### src/sv/assert_macros.svh
// Assertion macros shared by the sorter modules.
`ifndef ASSERT_MACROS_SVH
`define ASSERT_MACROS_SVH

// Check a property on every rising clock edge outside reset.
`define ASSERT_CHK(label, prop, msg) \
  label: assert property (@(posedge clk_i) disable iff (!rst_ni) (prop)) else $error(msg);

// Check that a condition never holds outside reset.
`define ASSERT_NEVER(label, cond, msg) \
  `ASSERT_CHK(label, !(cond), msg)

`endif

### src/sv/iss_pkg.sv
// Package with the shared types and constants of the insertion sorter.
package iss_pkg;

  localparam int unsigned MAX_ELEMS = 32;
  localparam int unsigned DATA_W    = 32;

  typedef logic signed [DATA_W-1:0] data_t;

  typedef enum logic {
    ST_LOAD,
    ST_DRAIN
  } state_e;

  // Per-cycle command broadcast to every cell of the chain.
  typedef struct packed {
    logic insert;
    logic drain;
  } cell_ctrl_t;

  // Status the chain reports to the controller.
  typedef struct packed {
    logic full;
    logic head_last;
  } chain_stat_t;

endpackage

### src/sv/iss_cell.sv
// One slot of the sorted chain: compares, shifts up on insert, shifts down on drain.
module iss_cell (
  input  logic                clk_i,
  input  logic                rst_ni,
  input  iss_pkg::cell_ctrl_t ctrl_i,
  input  iss_pkg::data_t      new_val_i,
  input  iss_pkg::data_t      lower_val_i,
  input  logic                lower_valid_i,
  input  logic                lower_gt_i,
  input  iss_pkg::data_t      upper_val_i,
  input  logic                upper_valid_i,
  output iss_pkg::data_t      val_o,
  output logic                valid_o,
  output logic                gt_o
);

  iss_pkg::data_t val_q, val_d;
  logic           valid_q, valid_d;
  logic           gt;

  // An empty slot counts as holding something larger than any value.
  assign gt = !valid_q || (new_val_i < val_q);

  always_comb begin
    val_d   = val_q;
    valid_d = valid_q;
    if (ctrl_i.drain) begin
      val_d   = upper_val_i;
      valid_d = upper_valid_i;
    end else if (ctrl_i.insert && gt) begin
      // take the neighbor's entry if it moves up too, else the new value lands here
      val_d   = lower_gt_i ? lower_val_i : new_val_i;
      valid_d = lower_valid_i;
    end
  end

  always_ff @(posedge clk_i or negedge rst_ni) begin
    if (!rst_ni) begin
      valid_q <= 1'b0;
    end else begin
      valid_q <= valid_d;
    end
  end

  always_ff @(posedge clk_i) begin
    val_q <= val_d;
  end

  assign val_o   = val_q;
  assign valid_o = valid_q;
  assign gt_o    = gt;

endmodule

### src/sv/iss_chain.sv
// Row of sorter cells linked to their neighbors in both directions.
`include "assert_macros.svh"

module iss_chain (
  input  logic                 clk_i,
  input  logic                 rst_ni,
  input  iss_pkg::cell_ctrl_t  ctrl_i,
  input  iss_pkg::data_t       new_val_i,
  output iss_pkg::data_t       head_val_o,
  output iss_pkg::chain_stat_t stat_o
);

  iss_pkg::data_t                 val_w   [iss_pkg::MAX_ELEMS];
  logic [iss_pkg::MAX_ELEMS-1:0]  valid_w;
  logic [iss_pkg::MAX_ELEMS-1:0]  gt_w;

  for (genvar i = 0; i < iss_pkg::MAX_ELEMS; i++) begin : g_cell
    iss_pkg::data_t lower_val, upper_val;
    logic           lower_valid, lower_gt, upper_valid;

    if (i == 0) begin : g_bottom
      // below the first slot sits an always-valid entry that never moves
      assign lower_val   = new_val_i;
      assign lower_valid = 1'b1;
      assign lower_gt    = 1'b0;
    end else begin : g_lower
      assign lower_val   = val_w[i-1];
      assign lower_valid = valid_w[i-1];
      assign lower_gt    = gt_w[i-1];
    end

    if (i == iss_pkg::MAX_ELEMS - 1) begin : g_top
      assign upper_val   = val_w[i];
      assign upper_valid = 1'b0;
    end else begin : g_upper
      assign upper_val   = val_w[i+1];
      assign upper_valid = valid_w[i+1];
    end

    iss_cell u_cell (
      .clk_i         (clk_i),
      .rst_ni        (rst_ni),
      .ctrl_i        (ctrl_i),
      .new_val_i     (new_val_i),
      .lower_val_i   (lower_val),
      .lower_valid_i (lower_valid),
      .lower_gt_i    (lower_gt),
      .upper_val_i   (upper_val),
      .upper_valid_i (upper_valid),
      .val_o         (val_w[i]),
      .valid_o       (valid_w[i]),
      .gt_o          (gt_w[i])
    );
  end

  assign head_val_o       = val_w[0];
  assign stat_o.full      = valid_w[iss_pkg::MAX_ELEMS-1];
  assign stat_o.head_last = !valid_w[1];

  // occupied slots always form a contiguous run from the bottom
  `ASSERT_CHK(a_valid_thermo, ((valid_w + 1'b1) & valid_w) == '0, "chain occupancy has a hole")
  `ASSERT_NEVER(a_ctrl_excl, ctrl_i.insert && ctrl_i.drain, "insert and drain in one cycle")
  `ASSERT_CHK(a_full_hold, ctrl_i.insert |-> !stat_o.full, "insert into a full chain")

endmodule

### src/sv/insertion_sorter_unit.sv
// Top level of the insertion sorter: handshake control, drop flag and cell chain.
//
//  port group        dir  payload                                  handshake
//  input item        in   value_i, end_of_set_i                    start / busy
//  result item       out  sorted_value_o, final_item_o,            result_valid_o strobe
//                         overflowed_o
//
// Each accepted input is inserted into the chain, or dropped if it is full, so items
// stream in back to back while loading. After the end_of_set_i transaction, busy is
// high and the chain drains one stored value per cycle by shifting down, giving one
// result for each stored value (at most MAX_ELEMS).
// Reset empties the chain and clears the drop flag; the slot values stay unknown.
// Results cannot be stalled; result_valid_o stays high through the whole drain.
`include "assert_macros.svh"

module insertion_sorter_unit (
  input  logic                 clk_i,
  input  logic                 rst_ni,
  input  logic                 start,
  output logic                 busy,
  input  logic signed [31:0]   value_i,
  input  logic                 end_of_set_i,
  output logic                 result_valid_o,
  output logic signed [31:0]   sorted_value_o,
  output logic                 final_item_o,
  output logic                 overflowed_o
);

  iss_pkg::state_e      state_q, state_d;
  logic                 drop_q, drop_d;
  logic                 accept;
  iss_pkg::cell_ctrl_t  ctrl;
  iss_pkg::chain_stat_t stat;
  iss_pkg::data_t       head_val;

  assign busy   = (state_q == iss_pkg::ST_DRAIN);
  assign accept = start && !busy;

  always_comb begin
    state_d     = state_q;
    drop_d      = drop_q;
    ctrl.insert = 1'b0;
    ctrl.drain  = 1'b0;
    case (state_q)
      iss_pkg::ST_LOAD: begin
        if (accept) begin
          ctrl.insert = !stat.full;
          // drop the value when every slot is taken
          if (stat.full) begin
            drop_d = 1'b1;
          end
          if (end_of_set_i) begin
            state_d = iss_pkg::ST_DRAIN;
          end
        end
      end
      iss_pkg::ST_DRAIN: begin
        ctrl.drain = 1'b1;
        if (stat.head_last) begin
          drop_d  = 1'b0;
          state_d = iss_pkg::ST_LOAD;
        end
      end
      default: begin
        state_d = iss_pkg::ST_LOAD;
      end
    endcase
  end

  always_ff @(posedge clk_i or negedge rst_ni) begin
    if (!rst_ni) begin
      state_q <= iss_pkg::ST_LOAD;
      drop_q  <= 1'b0;
    end else begin
      state_q <= state_d;
      drop_q  <= drop_d;
    end
  end

  iss_chain u_chain (
    .clk_i      (clk_i),
    .rst_ni     (rst_ni),
    .ctrl_i     (ctrl),
    .new_val_i  (value_i),
    .head_val_o (head_val),
    .stat_o     (stat)
  );

  assign result_valid_o = (state_q == iss_pkg::ST_DRAIN);
  assign sorted_value_o = head_val;
  assign final_item_o   = result_valid_o && stat.head_last;
  assign overflowed_o   = final_item_o && drop_q;

  `ASSERT_CHK(a_final_ends, final_item_o |=> !busy, "drain continues past final result")
  `ASSERT_CHK(a_drain_run, result_valid_o && !final_item_o |=> result_valid_o,
              "gap inside a drain")
  `ASSERT_CHK(a_last_drains, accept && end_of_set_i |=> result_valid_o,
              "end of set did not start the drain")
  `ASSERT_CHK(a_ovf_final, overflowed_o |-> final_item_o, "overflow flag off the final result")

endmodule
### config.mk
export PLATFORM = sky130hd
export DESIGN_NAME = insertion_sorter_unit
export DESIGN_NICKNAME = d
export VERILOG_FILES = /design/src/sv/iss_pkg.sv /design/src/sv/iss_cell.sv /design/src/sv/iss_chain.sv /design/src/sv/insertion_sorter_unit.sv
export VERILOG_INCLUDE_DIRS = /design/src /design/src/sv
export SDC_FILE = /design/constraint.sdc
export NUM_CORES = 2
export LEC_CHECK = 0
export BUFFER_PORTS_ARGS = -buffer_cell sky130_fd_sc_hd__buf_2
export CAP_MARGIN = 40
export CORE_MARGIN = 2
export CORE_UTILIZATION = 60
export CTS_CLUSTER_DIAMETER = 120
export DETAILED_ROUTE_END_ITERATION = 8
export HOLD_SLACK_MARGIN = 0.03
export PLACE_DENSITY = 0.76
export SYNTH_ARGS = -nofsm -noshare
export SYNTH_HDL_FRONTEND = slang
export SYNTH_HIERARCHICAL = 1
export SYNTH_SLANG_ARGS = --single-unit
### constraint.sdc
create_clock -name clk_i -period 9.2 [get_ports clk_i]
set_input_delay 0.46 -clock clk_i [delete_from_list [all_inputs] [get_ports clk_i]]
set_output_delay 0.46 -clock clk_i [all_outputs]
set_load 0.01 [all_outputs]
Word level (Yosys, flattened, before mapping)
Index checks and enable logic that the tools add are counted.

word-level totals
  register bits after elaboration = 1058
  input bits = 36
  output and inout port bits = 36
  logic and storage cells = 405

operators by class
  $lt $le $gt $ge = 32
  eq/ne operators = 3
  mux-type cells = 168
  bitwise operators = 2
  reduce and logical (&&, ||, !) cells = 134

operators by type and width
  cell                                                              count
  32-bit two-way mux                                                93
  32-bit < comparator                                               32
  1-bit two-way mux                                                 73
  2-bit nonzero test                                                32
  1-bit logical AND                                                 35
  1-bit logical NOT                                                 33
  1-bit logical OR                                                  32
  2-bit != test (second input constant)                             2
  1-bit case mux with 2 select lines                                2
  3-bit AND reduction                                               1
  2-bit by 1-bit != test with 1-bit output (second input constant)  1
  1-bit NOT                                                         2
  2-bit AND reduction                                               1

Logic depth before layout (Yosys ltp)
  depth after elaboration = 7
  mapped depth = 12
  depth with buffers taken out = 10

Modules after synthesis
Netlist, hierarchy kept.

by module, submodules not included
  module                 instances  cells an instance  area each (µm²)  sequential area each (µm²)
  iss_cell               32         258                2457.4           985.9
  insertion_sorter_unit  1          11                 112.6            50.0
  iss_chain              1          4                  18.8             0.0

Least setup slack after synthesis
OpenSTA, ideal clock, no wires.

  path kind = flip-flop to flip-flop
  start point = register state_q (netlist: busy)
  end point = register u_chain.g_cell[0].u_cell.val_q[0], enable pin
  setup time = 0.388 ns
  arrival time = 8.112 ns
  required time = 8.812 ns
  slack = 0.700 ns
  stages on the path, launching flop included = 3
  path buffers = 0
  clock period less this slack = 8.500 ns
  cell sequence = dfrtp_1 > nor3b_1 > a21o_1

RTL lines
  item                    RTL line                     text
  start, declared         insertion_sorter_unit.sv:29  iss_pkg::state_e state_q, state_d;
  start signal, assigned  insertion_sorter_unit.sv:72  state_q <= iss_pkg::ST_LOAD;
  start signal, assigned  insertion_sorter_unit.sv:75  state_q <= state_d;
  end signal, assigned    iss_cell.sv:46               val_q <= val_d;
  end, declared           iss_cell.sv:17               iss_pkg::data_t val_q, val_d;

Worst setup path after layout
  start point = register state_q (netlist: busy)
  end point = output port busy

RTL lines
  item           RTL line                     text
  end, declared  insertion_sorter_unit.sv:20  output logic busy,

No word-level cell between the ends.

==> flow_summary.toml <==
[worst_hold_path]
whs_endpoint = "u_chain/g_cell[0].u_cell/val_o[17]"
min_path_cells = 3
timing.hold.worst.start = "value_i[17]"
holdCritPathClass = "in2reg"

[clock_network]
cts.root.buffer_cell = "sky130_fd_sc_hd__clkbuf_16"
cts_made_buffers = 117
cts_tree = "yes"
cts.htree.levels = 3
cts_buffer_depth = 3
post_cts_buffers = 0
clkTransAtPathRegs_ps = 60
clk-insertion-delay-late_ps = 770
clock-sinks = 1058

[critical_path]
path_delay_family = "buffers and inverters"
worst_r2r_path_depth = 5
critical_path_peak_fanout = 224
worst_setup_path_end_kind = "output pin"
critical_path_arrival_ps = 4230
cp_cell_sequence = "buf_4 > buf_4 > buf_12 > buf_2"
crit_path_top_delay_cell = "sky130_fd_sc_hd__dfrtp_4"
rr_startpoint = "busy"
r2r_setup_slack_ps = 4830
timing.critical_path.mode_cell = "sky130_fd_sc_hd__buf_4"
cp.buffers_inverters = 4
critical_path.max_stage_delay_ps = 990
cp_data_required_time_ps = 8740
setup.worst_path.start_class = "flip-flop"
worst-setup-path-type = "reg2out"
capture_instance_of_the_worst_register_to_register_path = "u_chain/g_cell[10].u_cell/val_o[2]"

[synthesis]
synth.cell_area_um2 = 78770
synthCells = 8271
synth_seq_area_share_pct = 40.12
synthArstFlopShare_pct = 3.214
synth-main-ff-cell = "sky130_fd_sc_hd__edfxtp_1"
synth_seq_cells = 1058
synth_edf_count = 1024
syn_avg_cell_area_um2 = 9.523
yosysUniqueCellTypes = 31
ys.warnings.count = 6

[drt]
detailroute.via_count = 62908
drt-pass1-iter-count = 9
antenna_left = 0
drc = 0
totalWireLength_um = 217500
detailedRoute.firstIterationViolations = 6559
avgRoutedWirePerCell_um = 21.63
drt_via_density = 6.257

[power]
internal_power_mw = 19.59
peakVddDrop_v = 0.0002251
power_frac_seq_pct = 35.7
cellLeakagePower_nw = 40.28
power-per-cell-area_nw_per_um2 = 415.0
power_frac_clock_pct = 14.0
power.switching_mw = 15.63
comb_power_share_pct = 50.3
switching_share_pct = 44.38

[global_routing]
track_usage_pct = 31.50
grt_start_max_net_pins = 225
number_of_antenna_violations_at_the_first_check_in_global_routing = 2
grt_pass1_wl_um = 341100
number_of_global_route_vias_before_repair = 63516
grt.overflow.total = 0

[flow_run]
max_cap_violations = 0

[cells_and_area]
antenna_cells_inserted = 0
final_layout_size_suffix_gt1_share_pct = 5.269
layout.filler_cells = 10347
multi_input_comb_area_um2 = 42110
synthToLayoutAreaGrowth_pct = 7.745
layout.area.seq_um2 = 31600
nNetsFinal = 9240

[die]
die_x_um = 366.3
initial_utilization_pct = 60.60
io_pins = 72
die-area_um2 = 134200
std_cell_rows = 132
chipHeight_um = 366.3
floorplan.core_area_um2 = 130000

[place]
post-place-ws_ps = 4334
hpwlAfterDp_um = 155900
portBuffers = 71
place.gp.congestion = 0.8979

[timing]
finalClockSkew_ps = 30.45
setup_violations = 0
slew_headroom_pct = 37.66
finalWorstPathRequiredPeriod_ps = 4691
totalNegativeSetupSlack_ps = 0
maxSlewViolCount = 0
setup_repair_after_global_routing_missed_its_margin = "no"
timing.final.ws_setup_ps = 4509
achievable-frequency_mhz = 213.2
worst-slew-pin-transition_ps = 935.1
period_share_pct = 50.99
finalHoldViolCount = 0
hold-worst-slack_ps = 302.7

[status]
run_status = "finished clean"
[sequential cells by signal, indices dropped and copies added (netlist names)]
register and cells:
u_chain/g_cell.u_cell/val_o 1024, u_chain/g_cell.u_cell/valid_o 32, busy 1, drop_q 1
[layout make-up]
| type | instances | area share, % |
|---|---|---|
| Clock buffer | 146 | 3.665 |
| Inverter | 993 | 4.392 |
| Multi-Input combinational cell | 5867 | 49.62 |
| Clock inverter | 73 | 0.9848 |
| Timing Repair Buffer | 175 | 1.530 |
| Sequential cell | 1058 | 37.24 |
| Tap cell | 1742 | 2.568 |
[routing by layer]
metal	vias to the layer above	global-route usage [%]	share of wire (%)
li1	29426	-	-
met1	30375	39.72	40
met2	2569	54.14	49
met3	536	5.800	8.0
met4	2	10.99	3.0
met5	-	0	0.0055
[cell families (layout without fill, tap and decap cells)]
logic type                 after synthesis  count (layout)  share of synthesized area [%]
AOI/OAI and AO/OA                     1922            1922                          13.69
and+or+nand+nor                       1861            1861                          9.952
buffers and inverters                 1347            1387                          6.429
muxes                                 1089            1089                          14.04
DFF                                   1058            1058                          40.12
adders and majority gates              992             992                          15.76
other                                    2               3                       0.009534
[power by group through the flow]
| stage | registers, mW | clock network (mW) | logic [mW] |
|---|---|---|---|
| floorplan | 11.3 | 0 | 13.5 |
| global placement | 12.6 | 0 | 16.4 |
| detailed placement | 12.6 | 0 | 17.3 |
| CTS | 12.5 | 4.95 | 17.4 |
| global route | 12.8 | 5.15 | 19.7 |
| finish | 12.6 | 4.92 | 17.7 |
[how the worst max path moves through the flow]
stage / depth (start not counted) / slack [ps] / start / to
after floorplan: 2 / 700 / busy / u_chain/g_cell[0].u_cell/val_o[0]
after global placement: 11 / 4360 / value_i[3] / u_chain/g_cell[19].u_cell/val_o[7]
after detailed placement: 11 / 4330 / value_i[3] / u_chain/g_cell[19].u_cell/val_o[7]
after CTS: 4 / 4570 / busy / busy
after global routing: 4 / 4260 / busy / busy
final: 4 / 4510 / busy / busy
[per-stage QoR]
stage	cells	utilization [%]	instance area, µm²	total power [mW]
6_report	10054	65.29	84870	35.22
5_1_grt	10054	65.29	84870	37.70
4_1_cts	10054	65.29	84870	34.90
3_5_place_dp	9831	62.23	80880	29.87
3_3_place_gp	9829	62.18	80830	28.95
2_1_floorplan	8272	-	78770	24.80
[synth_stat cells (all sizes together), types with 34 or more instances]
library cell  count  area, µm²
nand2          1377       5169
o21ai          1184       5926
mux2i          1057      10580
edfxtp         1024      30750
inv             993       3727
ha              992      12410
a21oi           418       2096
clkbuf          256      960.9
nor2            192      720.7
nand4           128      800.8
buf              98      375.4
nand2b           65      406.6
a21o             64      480.5
a31oi            64      400.4
nand3            64      320.3
dfrtp            34      850.8
[worst register-to-register path, cell delays in order, from the launching register on]
cell and delay, ps:
sky130_fd_sc_hd__dfrtp_4 990, sky130_fd_sc_hd__buf_4 740, sky130_fd_sc_hd__buf_4 690, sky130_fd_sc_hd__buf_4 710, sky130_fd_sc_hd__a21o_1 490, sky130_fd_sc_hd__buf_4 380
[placed cells by master (no fill, tap or decap), drive strengths merged, types with 34 or more instances in the layout]
cell type / netlist / routed
inv: 993 / 995
a21o: 64 / 64
nand3: 64 / 64
clkbuf: 256 / 146
dfrtp: 34 / 34
mux2i: 1057 / 1057
nand2b: 65 / 65
a31oi: 64 / 64
edfxtp: 1024 / 1024
o21ai: 1184 / 1184
ha: 992 / 992
nand4: 128 / 128
a21oi: 418 / 418
nand2: 1377 / 1377
nor2: 192 / 192
clkinv: 0 / 50
buf: 98 / 171
[what timing repair did]
action / CTS / global route
hold buffers: 4 / 0
resized for setup: 0 / 0
hold endpoints to repair: 36 / 0
Note: power is estimated with default switching activity, not from simulation.
